$ cat config.mk
export PLATFORM = sky130hd
export DESIGN_NAME = sorted_event_queue_flat
export DESIGN_NICKNAME = d
export VERILOG_FILES = /design/src/sv/seq_pkg.sv /design/src/sv/seq_ifs.sv /design/src/sv/seq_cell.sv /design/src/sv/seq_ctrl.sv /design/src/sv/sorted_event_queue.sv /design/src/flat_wrapper.sv
export VERILOG_INCLUDE_DIRS = /design/src /design/src/sv
export SDC_FILE = /design/constraint.sdc
export NUM_CORES = 2
export LEC_CHECK = 0
export ABC_AREA = 1
export ABC_CLOCK_PERIOD_IN_PS = 4400
export BUFFER_PORTS_ARGS = -buffer_cell sky130_fd_sc_hd__buf_2
export CORE_MARGIN = 3
export CORE_UTILIZATION = 40
export CTS_CLUSTER_DIAMETER = 80
export DETAILED_ROUTE_END_ITERATION = 10
export GPL_TIMING_DRIVEN = 0
export PLACE_DENSITY_LB_ADDON = 0.25
export REMOVE_ABC_BUFFERS = 1
export SLEW_MARGIN = 0
export SYNTH_ARGS = -nofsm -noshare
export SYNTH_HDL_FRONTEND = slang
export SYNTH_SLANG_ARGS = --single-unit
export TNS_END_PERCENT = 30
$ cat constraint.sdc
create_clock -name clk_i -period 4.4 [get_ports clk_i]
set_input_delay 0.22 -clock clk_i [delete_from_list [all_inputs] [get_ports clk_i]]
set_output_delay 0.22 -clock clk_i [all_outputs]
set_load 0.05 [all_outputs]
$ cat src/sv/sorted_event_queue_macros.svh
// ----------------------------------------------------------------------------
// sorted event queue assertion macros
// Shared concurrent assertion shorthands, clocked on clk_i and off in reset.
// ----------------------------------------------------------------------------
`ifndef SORTED_EVENT_QUEUE_MACROS_SVH
`define SORTED_EVENT_QUEUE_MACROS_SVH

// property that holds at every clock edge out of reset
`define SEQ_ASSERT(name, prop, msg) \
  name: assert property (@(posedge clk_i) disable iff (!rst_ni) (prop)) else $error(msg);

// property whose consequence holds in the cycle after its condition
`define SEQ_ASSERT_NEXT(name, pre, post, msg) \
  name: assert property (@(posedge clk_i) disable iff (!rst_ni) (pre) |=> (post)) \
    else $error(msg);

`endif

$ cat src/sv/seq_pkg.sv
// ----------------------------------------------------------------------------
// seq_pkg
// Types and constants shared by the sorted event queue modules.
// ----------------------------------------------------------------------------
`default_nettype none

package seq_pkg;

  // fixed field widths of the channel payload
  localparam int unsigned OpW       = 2;
  localparam int unsigned IdFieldW  = 16;
  localparam int unsigned TickW     = 30;
  localparam int unsigned TagFieldW = 16;
  localparam int unsigned StatusW   = 3;

  // operation codes
  typedef enum logic [OpW-1:0] {
    OP_ADD    = 2'd0,
    OP_DELETE = 2'd1,
    OP_EVAL   = 2'd2
  } op_e;

  // result status codes
  typedef enum logic [StatusW-1:0] {
    ST_ACCEPTED = 3'd0,
    ST_FIRED    = 3'd1,
    ST_IDLE     = 3'd2,
    ST_BEHIND   = 3'd3,
    ST_FULL     = 3'd4
  } status_e;

  // per-cycle command broadcast to every cell
  typedef enum logic [1:0] {
    CELL_HOLD   = 2'd0,
    CELL_INSERT = 2'd1,
    CELL_POP    = 2'd2,
    CELL_REMOVE = 2'd3
  } cell_op_e;

  // controller states
  typedef enum logic {
    CTRL_IDLE   = 1'b0,
    CTRL_DELETE = 1'b1
  } ctrl_state_e;

  // input item
  typedef struct packed {
    logic [OpW-1:0]       operation;
    logic [IdFieldW-1:0]  entry_id;
    logic [TickW-1:0]     event_tick;
    logic [TagFieldW-1:0] event_tag;
  } seq_in_t;

  // result item
  typedef struct packed {
    logic [StatusW-1:0]   status;
    logic [IdFieldW-1:0]  fired_id;
    logic [TickW-1:0]     fired_tick;
    logic [TagFieldW-1:0] fired_tag;
  } seq_out_t;

  // command from controller to the cell chain
  typedef struct packed {
    cell_op_e         op;
    logic [TickW-1:0] tick;
  } seq_ctl_t;

  // chain status seen by the controller
  typedef struct packed {
    logic head_valid;
    logic head_lt;
    logic tail_valid;
    logic any_match;
  } seq_sts_t;

endpackage

`default_nettype wire

$ cat src/sv/seq_ifs.sv
// ----------------------------------------------------------------------------
// seq channel interfaces
// Valid/ready channels carrying queue requests and queue results.
// ----------------------------------------------------------------------------
`default_nettype none

// request channel
interface seq_in_if import seq_pkg::*; ();
  logic    valid;
  logic    ready;
  seq_in_t data;

  modport source (output valid, output data, input ready);
  modport sink (input valid, input data, output ready);
endinterface

// result channel
interface seq_out_if import seq_pkg::*; ();
  logic     valid;
  logic     ready;
  seq_out_t data;

  modport source (output valid, output data, input ready);
  modport sink (input valid, input data, output ready);
endinterface

`default_nettype wire

$ cat src/sv/seq_cell.sv
// ----------------------------------------------------------------------------
// seq_cell
// One slot of the sorted chain: holds one event and trades it with neighbors.
// ----------------------------------------------------------------------------
`default_nettype none

module seq_cell import seq_pkg::*; #(
  parameter int unsigned ID_W  = 16,
  parameter int unsigned TAG_W = 16
) (
  input  wire logic             clk_i,
  input  wire logic             rst_ni,
  input  wire seq_ctl_t         ctl_i,
  input  wire logic [ID_W-1:0]  new_id_i,
  input  wire logic [TAG_W-1:0] new_tag_i,
  input  wire logic             left_lt_i,
  input  wire logic             left_valid_i,
  input  wire logic [ID_W-1:0]  left_id_i,
  input  wire logic [TickW-1:0] left_tick_i,
  input  wire logic [TAG_W-1:0] left_tag_i,
  input  wire logic             right_valid_i,
  input  wire logic [ID_W-1:0]  right_id_i,
  input  wire logic [TickW-1:0] right_tick_i,
  input  wire logic [TAG_W-1:0] right_tag_i,
  input  wire logic             match_left_i,
  output logic                  valid_o,
  output logic [ID_W-1:0]       id_o,
  output logic [TickW-1:0]      tick_o,
  output logic [TAG_W-1:0]      tag_o,
  output logic                  lt_o,
  output logic                  match_o
);

  logic             valid_q, valid_d;
  logic [ID_W-1:0]  id_q, id_d;
  logic [TickW-1:0] tick_q, tick_d;
  logic [TAG_W-1:0] tag_q, tag_d;

  // local compares: stays ahead of a new event, id hit for delete
  assign lt_o    = valid_q && (tick_q < ctl_i.tick);
  assign match_o = match_left_i || (valid_q && (id_q == new_id_i));

  // slot update
  always_comb begin
    valid_d = valid_q;
    id_d    = id_q;
    tick_d  = tick_q;
    tag_d   = tag_q;
    unique case (ctl_i.op)
      CELL_HOLD: begin
      end
      CELL_INSERT: begin
        priority if (lt_o) begin
        end else if (left_lt_i) begin
          valid_d = 1'b1;
          id_d    = new_id_i;
          tick_d  = ctl_i.tick;
          tag_d   = new_tag_i;
        end else begin
          valid_d = left_valid_i;
          id_d    = left_id_i;
          tick_d  = left_tick_i;
          tag_d   = left_tag_i;
        end
      end
      CELL_POP: begin
        valid_d = right_valid_i;
        id_d    = right_id_i;
        tick_d  = right_tick_i;
        tag_d   = right_tag_i;
      end
      CELL_REMOVE: begin
        if (match_o) begin
          valid_d = right_valid_i;
          id_d    = right_id_i;
          tick_d  = right_tick_i;
          tag_d   = right_tag_i;
        end
      end
    endcase
  end

  // occupancy flag
  always_ff @(posedge clk_i or negedge rst_ni) begin
    if (!rst_ni) begin
      valid_q <= 1'b0;
    end else begin
      valid_q <= valid_d;
    end
  end

  // event payload
  always_ff @(posedge clk_i) begin
    id_q   <= id_d;
    tick_q <= tick_d;
    tag_q  <= tag_d;
  end

  assign valid_o = valid_q;
  assign id_o    = id_q;
  assign tick_o  = tick_q;
  assign tag_o   = tag_q;

endmodule

`default_nettype wire

$ cat src/sv/seq_ctrl.sv
// ----------------------------------------------------------------------------
// seq_ctrl
// Request decode, cursor tracking, delete sequencing and result register.
// ----------------------------------------------------------------------------
`default_nettype none
`include "sorted_event_queue_macros.svh"

module seq_ctrl import seq_pkg::*; #(
  parameter int unsigned ID_W  = 16,
  parameter int unsigned TAG_W = 16
) (
  input  wire logic             clk_i,
  input  wire logic             rst_ni,
  seq_in_if.sink                in_ch,
  seq_out_if.source             out_ch,
  input  wire seq_sts_t         sts_i,
  input  wire logic [ID_W-1:0]  head_id_i,
  input  wire logic [TickW-1:0] head_tick_i,
  input  wire logic [TAG_W-1:0] head_tag_i,
  output seq_ctl_t              ctl_o,
  output logic [ID_W-1:0]       new_id_o,
  output logic [TAG_W-1:0]      new_tag_o
);

  ctrl_state_e     state_q, state_d;
  logic            at_start_q, at_start_d;
  logic [ID_W-1:0] del_id_q, del_id_d;
  logic            out_valid_q, out_valid_d;
  seq_out_t        out_q, out_d;
  logic            out_load;
  logic            in_ready;
  logic            accept;
  logic            is_delete;

  assign accept    = in_ch.valid && in_ready;
  assign is_delete = (in_ch.data.operation == OP_DELETE);

  // key and payload offered to the chain
  assign new_id_o  = (state_q == CTRL_DELETE) ? del_id_q : in_ch.data.entry_id[ID_W-1:0];
  assign new_tag_o = in_ch.data.event_tag[TAG_W-1:0];
  assign del_id_d  = (accept && is_delete) ? in_ch.data.entry_id[ID_W-1:0] : del_id_q;

  // next state
  always_comb begin
    state_d = state_q;
    unique case (state_q)
      CTRL_IDLE: begin
        if (accept && is_delete && sts_i.any_match) begin
          state_d = CTRL_DELETE;
        end
      end
      CTRL_DELETE: begin
        if (!sts_i.any_match && (!out_valid_q || out_ch.ready)) begin
          state_d = CTRL_IDLE;
        end
      end
    endcase
  end

  // outputs: chain command, cursor and result
  always_comb begin
    in_ready   = 1'b0;
    ctl_o.op   = CELL_HOLD;
    ctl_o.tick = in_ch.data.event_tick;
    at_start_d = at_start_q;
    out_load   = 1'b0;
    out_d      = '0;
    out_d.status = ST_IDLE;
    unique case (state_q)
      CTRL_IDLE: begin
        in_ready = !out_valid_q || out_ch.ready;
        if (accept) begin
          out_load = 1'b1;
          unique case (in_ch.data.operation)
            OP_ADD: begin
              priority if (!at_start_q && !sts_i.head_lt) begin
                out_d.status = ST_BEHIND;
              end else if (sts_i.tail_valid) begin
                out_d.status = ST_FULL;
              end else begin
                ctl_o.op     = CELL_INSERT;
                out_d.status = ST_ACCEPTED;
              end
            end
            OP_DELETE: begin
              ctl_o.op     = CELL_REMOVE;
              out_load     = !sts_i.any_match;
              out_d.status = ST_ACCEPTED;
            end
            OP_EVAL: begin
              priority if (at_start_q) begin
                at_start_d = 1'b0;
              end else if (sts_i.head_valid) begin
                ctl_o.op         = CELL_POP;
                out_d.status     = ST_FIRED;
                out_d.fired_id   = IdFieldW'(head_id_i);
                out_d.fired_tick = head_tick_i;
                out_d.fired_tag  = TagFieldW'(head_tag_i);
              end else begin
              end
            end
            default: begin
            end
          endcase
        end
      end
      CTRL_DELETE: begin
        // one matching entry leaves per cycle until none is left, then the
        // result waits for the result register to be free
        ctl_o.op = CELL_REMOVE;
        if (!sts_i.any_match && (!out_valid_q || out_ch.ready)) begin
          out_load     = 1'b1;
          out_d.status = ST_ACCEPTED;
        end
      end
    endcase
  end

  assign out_valid_d = out_load || (out_valid_q && !out_ch.ready);

  // control registers
  always_ff @(posedge clk_i or negedge rst_ni) begin
    if (!rst_ni) begin
      state_q     <= CTRL_IDLE;
      at_start_q  <= 1'b1;
      out_valid_q <= 1'b0;
    end else begin
      state_q     <= state_d;
      at_start_q  <= at_start_d;
      out_valid_q <= out_valid_d;
    end
  end

  // payload registers
  always_ff @(posedge clk_i) begin
    del_id_q <= del_id_d;
    if (out_load) begin
      out_q <= out_d;
    end
  end

  assign in_ch.ready  = in_ready;
  assign out_ch.valid = out_valid_q;
  assign out_ch.data  = out_q;

  `SEQ_ASSERT(a_out_no_overwrite, out_load |-> (!out_valid_q || out_ch.ready), "result lost")
  `SEQ_ASSERT(a_pop_needs_head, (ctl_o.op == CELL_POP) |-> sts_i.head_valid, "pop on empty")
  `SEQ_ASSERT(a_insert_not_full, (ctl_o.op == CELL_INSERT) |-> !sts_i.tail_valid, "insert when full")
  `SEQ_ASSERT_NEXT(a_start_sticky, !at_start_q, !at_start_q, "start marker came back")

endmodule

`default_nettype wire

$ cat src/sv/sorted_event_queue.sv
// ----------------------------------------------------------------------------
// sorted_event_queue
// Tick-ordered event queue built from a chain of shifting cells.
// ----------------------------------------------------------------------------
// Requests arrive on in_ch (add, delete by id, evaluate); every request gives
// exactly one result on out_ch with a status and, for a fired event, its id,
// tick and tag. Both channels transfer when valid and ready are high.
// For add, evaluate and an unused code the result is registered and shown in
// the cycle after the transfer. A delete sweeps the chain one matching entry
// per cycle and then waits while an earlier result is still held on a
// stalled out_ch; in_ch.ready is low meanwhile. Sustained rate is one request
// per cycle for add and evaluate while out_ch does not stall.
// The result register lets a new request in during the cycle its result is
// taken; while out_ch stalls with a result held, in_ch.ready stays low.
// Reset empties the chain and puts the cursor back on the start marker.
// ----------------------------------------------------------------------------
`default_nettype none
`include "sorted_event_queue_macros.svh"

module sorted_event_queue import seq_pkg::*; #(
  parameter int unsigned QUEUE_DEPTH = 16,
  parameter int unsigned ID_BITS     = 16,
  parameter int unsigned TAG_BITS    = 16
) (
  input  wire logic clk_i,
  input  wire logic rst_ni,
  seq_in_if.sink    in_ch,
  seq_out_if.source out_ch
);

  localparam int unsigned IdW  = (ID_BITS < IdFieldW) ? ID_BITS : IdFieldW;
  localparam int unsigned TagW = (TAG_BITS < TagFieldW) ? TAG_BITS : TagFieldW;

  seq_ctl_t        ctl;
  seq_sts_t        sts;
  logic [IdW-1:0]  new_id;
  logic [TagW-1:0] new_tag;

  logic [QUEUE_DEPTH-1:0] vld;
  logic [QUEUE_DEPTH-1:0] lt;
  logic [QUEUE_DEPTH-1:0] mt;
  logic [IdW-1:0]         cid  [QUEUE_DEPTH];
  logic [TickW-1:0]       ctk  [QUEUE_DEPTH];
  logic [TagW-1:0]        ctg  [QUEUE_DEPTH];

  // controller
  seq_ctrl #(
    .ID_W  (IdW),
    .TAG_W (TagW)
  ) u_ctrl (
    .clk_i       (clk_i),
    .rst_ni      (rst_ni),
    .in_ch       (in_ch),
    .out_ch      (out_ch),
    .sts_i       (sts),
    .head_id_i   (cid[0]),
    .head_tick_i (ctk[0]),
    .head_tag_i  (ctg[0]),
    .ctl_o       (ctl),
    .new_id_o    (new_id),
    .new_tag_o   (new_tag)
  );

  // chain status
  assign sts.head_valid = vld[0];
  assign sts.head_lt    = lt[0];
  assign sts.tail_valid = vld[QUEUE_DEPTH-1];
  assign sts.any_match  = mt[QUEUE_DEPTH-1];

  // cell chain, head at index zero
  for (genvar k = 0; k < QUEUE_DEPTH; k++) begin : g_cell
    logic             l_lt, l_vld, r_vld, m_in;
    logic [IdW-1:0]   l_id, r_id;
    logic [TickW-1:0] l_tk, r_tk;
    logic [TagW-1:0]  l_tg, r_tg;

    if (k == 0) begin : g_first
      assign l_lt  = 1'b1;
      assign l_vld = 1'b0;
      assign l_id  = '0;
      assign l_tk  = '0;
      assign l_tg  = '0;
      assign m_in  = 1'b0;
    end else begin : g_mid
      assign l_lt  = lt[k-1];
      assign l_vld = vld[k-1];
      assign l_id  = cid[k-1];
      assign l_tk  = ctk[k-1];
      assign l_tg  = ctg[k-1];
      assign m_in  = mt[k-1];
    end

    if (k == QUEUE_DEPTH - 1) begin : g_last
      assign r_vld = 1'b0;
      assign r_id  = '0;
      assign r_tk  = '0;
      assign r_tg  = '0;
    end else begin : g_inner
      assign r_vld = vld[k+1];
      assign r_id  = cid[k+1];
      assign r_tk  = ctk[k+1];
      assign r_tg  = ctg[k+1];
    end

    seq_cell #(
      .ID_W  (IdW),
      .TAG_W (TagW)
    ) u_cell (
      .clk_i         (clk_i),
      .rst_ni        (rst_ni),
      .ctl_i         (ctl),
      .new_id_i      (new_id),
      .new_tag_i     (new_tag),
      .left_lt_i     (l_lt),
      .left_valid_i  (l_vld),
      .left_id_i     (l_id),
      .left_tick_i   (l_tk),
      .left_tag_i    (l_tg),
      .right_valid_i (r_vld),
      .right_id_i    (r_id),
      .right_tick_i  (r_tk),
      .right_tag_i   (r_tg),
      .match_left_i  (m_in),
      .valid_o       (vld[k]),
      .id_o          (cid[k]),
      .tick_o        (ctk[k]),
      .tag_o         (ctg[k]),
      .lt_o          (lt[k]),
      .match_o       (mt[k])
    );
  end

  `SEQ_ASSERT(a_valid_prefix, ((vld & (vld + 1'b1)) == '0), "hole in the chain")

endmodule

`default_nettype wire
$ cat src/flat_wrapper.sv
// flat-port wrapper written by rule: the top's interface ports become plain ports
module sorted_event_queue_flat import seq_pkg::*;
#(
  parameter int unsigned QUEUE_DEPTH = 16,
  parameter int unsigned ID_BITS     = 16,
  parameter int unsigned TAG_BITS    = 16
)
  (clk_i, rst_ni, in_ch_valid, in_ch_data, in_ch_ready, out_ch_valid, out_ch_data, out_ch_ready);
  seq_in_if in_ch_i ();
  seq_out_if out_ch_i ();
  input  wire logic clk_i;
  input  wire logic rst_ni;
  input wire logic [$bits(in_ch_i.valid)-1:0] in_ch_valid;
  input wire logic [$bits(in_ch_i.data)-1:0] in_ch_data;
  output wire logic [$bits(in_ch_i.ready)-1:0] in_ch_ready;
  output wire logic [$bits(out_ch_i.valid)-1:0] out_ch_valid;
  output wire logic [$bits(out_ch_i.data)-1:0] out_ch_data;
  input wire logic [$bits(out_ch_i.ready)-1:0] out_ch_ready;
  assign in_ch_i.valid = in_ch_valid;
  assign in_ch_i.data = in_ch_data;
  assign in_ch_ready = in_ch_i.ready;
  assign out_ch_valid = out_ch_i.valid;
  assign out_ch_data = out_ch_i.data;
  assign out_ch_i.ready = out_ch_ready;
  sorted_event_queue #(.QUEUE_DEPTH(QUEUE_DEPTH), .ID_BITS(ID_BITS), .TAG_BITS(TAG_BITS)) u_core (.clk_i(clk_i), .rst_ni(rst_ni), .in_ch(in_ch_i), .out_ch(out_ch_i));
endmodule
==> results.tsv <==
stage	metric	value	unit
routing	vias per cell	5.73	
floorplanning	row cnt	149	
sta	Slew Limit Headroom	0.138	
routing	Iter 0 DRT Violations	5768	
routing	# DRC	0	
worst_setup_path	required time of the worst setup path	4840	ps
global_routing	antenna violations before repair	15	
sta	Hold Slack	45.9	ps
synth	Yosys cell types	57	
cts	latest clock arrival within the worst-skew pair	780	ps
routing	DR pass1 iterations	6	
pwr	worst vdd rail ir drop	0.425	mV
global_routing	largest net degree at the start of global routing	189	
cts	clock root cell	clkbuf_16	
worst_setup_path	crit path max fanout	61	
worst_setup_path	r2r startpoint	u_core.g_cell[12].u_cell.tick_o[3]	
synth	EDFF count, synth	1073	
worst_setup_path	crit path from	u_core.g_cell[12].u_cell.tick_o[3]	
synth	asr flop ratio synth	0.0174	
status	status	complete, no violations	
synth	Warnings, synthesis	0	
routing	WL final	219000	µm
synth	cells taking the most area after synthesis	edfxtp_1 48%, o21ai_0 14%, a21oi_1 8.6%	
synth	Cell Area, Synth	66600	µm²
cts	CTS buffer count	132	
sta	RSZ-0062 raised after global routing	true	
cts	CTS sink count	1092	
routing	vias	56600	
floorplanning	core area	165000	µm²
floorplanning	die footprint	171000	µm²
routing	Antenna Nets Post-Route	0	
sta	post-route minimum period	4350	ps
final_layout	share of cells above drive strength 1	0.0757	
final_layout	Area Overhead vs Synth	15.2	%
sta	Fin Clk Skew	30.5	ps
sta	final cycle utilization of the critical path	0.988	
min_path	hold_sp	in_ch_data[24]	
cts	CTS H-Tree Depth	4	
floorplanning	Die W	414	µm
min_path	Hold/Removal Path Class	input pin to register	
sta	slew at the pin with the worst max-slew slack	1280	ps
sta	Final setup viols	0	
global_routing	Total GRT Usage	0.240	
run	max-cap violations	0	
min_path	Worst Hold Depth	3	
sta	fmax	0.230	GHz
floorplanning	Starting Density	0.403	
sta	Pins Over Slew Limit	0	
synth	#FFs+latches synth	1092	
synth	register area share after synthesis	0.491	
final_layout	Nets	8075	
cts	CTS tree	yes	
pwr	Pwr Density	539	nW/µm²
synth	Avg Cell Area, Syn	8.78	µm²
pwr	Pleak	0.0309	µW
floorplanning	die height	414	µm
global_routing	global-route wire length before repair	320000	µm
global_routing	vias in the first global route	54400	
worst_setup_path	Worst Reg2Reg Path Length in Cells	13	
sta	TNS Setup	0	ps
sta	final hold vios	0	
floorplanning	number of I/O pins	135	
synth	top-area cell type share of the netlist area	0.484	
worst_setup_path	Worst EP arrival	4790	ps
place	GPL Wtd Cong	0.863	
routing	wire per inst	22.2	µm
global_routing	gr ovfl total	0	
cts	clk buf depth	3	
place	Port Buffer Count	134	
synth	Synth Flop Type	edfxtp_1	
cts	clk slew on worst S/H paths	60	ps
place	Detailed Place HPWL	132000	µm
synth	Synth area leader	edfxtp_1	
worst_setup_path	WS Path Type	register to register	
synth	Mapped Cells	7585	
worst_setup_path	Startpoint Class	register	
worst_setup_path	Crit. End Element	register	
-- layout by cell type, fill, tap and decap left out, types with 24 or more instances in the layout --
cell / count
nand4_1: 77
buf_2: 134
nor2_1: 180
a21oi_1: 1145
buf_4: 40
o22ai_1: 40
nand2_1: 686
ha_1: 435
clkbuf_1: 31
nor3_1: 44
clkbuf_16: 140
buf_16: 47
nand3_1: 65
dlygate4sd3_1: 100
o221ai_1: 29
xor2_1: 81
clkinv_1: 24
inv_1: 1044
edfxtp_1: 1073
o21ai_0: 1888
-- synth_stat cells, types with 4 or more instances --
cell / count
buf_1: 30
o21ai_1: 5
o221ai_1: 29
o31ai_1: 8
nor4_1: 16
buf_2: 43
a21oi_1: 1148
a221oi_1: 12
buf_4: 8
xor2_1: 81
nor4b_1: 8
a31oi_1: 7
o21ai_0: 1889
clkbuf_1: 437
edfxtp_1: 1073
nor2_1: 182
dfrtp_1: 18
a211oi_1: 24
nand2_1: 706
and3_1: 4
inv_1: 1066
a2111oi_0: 4
nand4_1: 76
nor3_1: 48
o221a_2: 4
o21a_1: 6
buf_6: 10
o211ai_1: 15
ha_1: 435
o22ai_1: 40
nand2_2: 20
o211a_1: 4
o2111ai_1: 6
nand3_1: 83
-- worst max-delay path, stage by stage (launching register included) --
cell       delay (ps)
edfxtp_1          420
ha_1              320
nand4_1            90
o221ai_1          310
a21oi_1           150
o211ai_1          360
nand4_1           490
nand3_4           570
buf_16            300
o21ai_0           140
inv_1              70
nand2_1           110
bufinv_16         330
buf_16            240
-- per-stage QoR --
step | std cells | util | worst slack, ps | instance area (µm²) | total power (µW)
final | 9872 | 0.464 | 52.8 | 76700 | 41400
after global routing | 9865 | 0.464 | -75.8 | 76700 | 43700
after CTS | 9817 | 0.460 | 2.72 | 75900 | 40900
after detailed placement | 9445 | 0.422 | -2510 | 69600 | 29400
after global placement | 9379 | 0.411 | -117740 | 67800 | 28800
after floorplan | 7056 | - | -46550 | 64400 | 25600
-- per-layer routing --
layer	share of wire	vias up	track usage
li1	-	26800	-
met1	0.43	27200	0.329
met2	0.45	2202	0.383
met3	0.084	355	0.0444
met4	0.032	4	0.0813
met5	0.000096	-	0
-- final cells by class --
cell class / count / area, µm²
Timing Repair inverter: 6 / 50.0
Multi-Input combinational cell: 4904 / 28300
Timing Repair Buffer: 366 / 4290
Clock inverter: 69 / 663
Tap cell: 2189 / 2740
Inverter: 1070 / 4340
Antenna cell: 8 / 20.0
Sequential cell: 1092 / 32700
Clock buffer: 168 / 3530
Fill cell: 15800 / 88500
-- sequential cells by signal, summed over array words and instances (netlist names) --
signal	cells
u_core.g_cell.u_cell.tick_o	480
u_core.g_cell.u_cell.id_o	256
u_core.g_cell.u_cell.tag_o	256
u_core.u_ctrl.out_ch.data	65
u_core.g_cell.u_cell.valid_o	16
u_core.u_ctrl.del_id_q	16
u_core.u_ctrl.at_start_q	1
u_core.u_ctrl.out_ch.valid	1
u_core.u_ctrl.state_q	1
-- path summary, 6_finish.rpt --
| kind | end | slack [ps] |
|---|---|---|
| max | u_core.g_cell[12].u_cell.tag_o[3] | 50 |
| min | u_core.g_cell[14].u_cell.tick_o[8] | 50 |
| max reg2reg | u_core.g_cell[12].u_cell.tag_o[3] | 50 |
| min reg2reg | u_core.u_ctrl.at_start_q | 490 |
| max in group asynchronous | u_core.u_ctrl.state_q | 2210 |
| min in group asynchronous | u_core.u_ctrl.at_start_q | 560 |
-- kinds of logic (layout without fill, tap and decap cells) --
logic type / Yosys count / after routing / synth area share
buffers and inverters: 1599 / 1679 / 0.0929
DFF: 1092 / 1092 / 0.491
xor gates and xnor gates: 82 / 82 / 0.0109
adders and majority gates: 435 / 435 / 0.0818
AOI/OAI and AO/OA: 3210 / 3210 / 0.248
other: 0 / 8 / 0
and+or+nand+nor: 1167 / 1177 / 0.0749
-- where the power goes --
group	total [µW]	internal, µW	switching, µW
logic	14500	4710	9760
clock network	10900	6290	4610
registers	16000	14900	1060
-- repair_timing --
item	4_1_cts	5_1_grt
hold buffers	100	0
setup buffers	10	37
pin swaps	11	9
endpoints found under the hold margin	465	0
gates cloned	25	10
setup endpoints to repair	1868	1054
gates resized for setup	78	63
No activity file was read; power rests on OpenSTA's default activity.
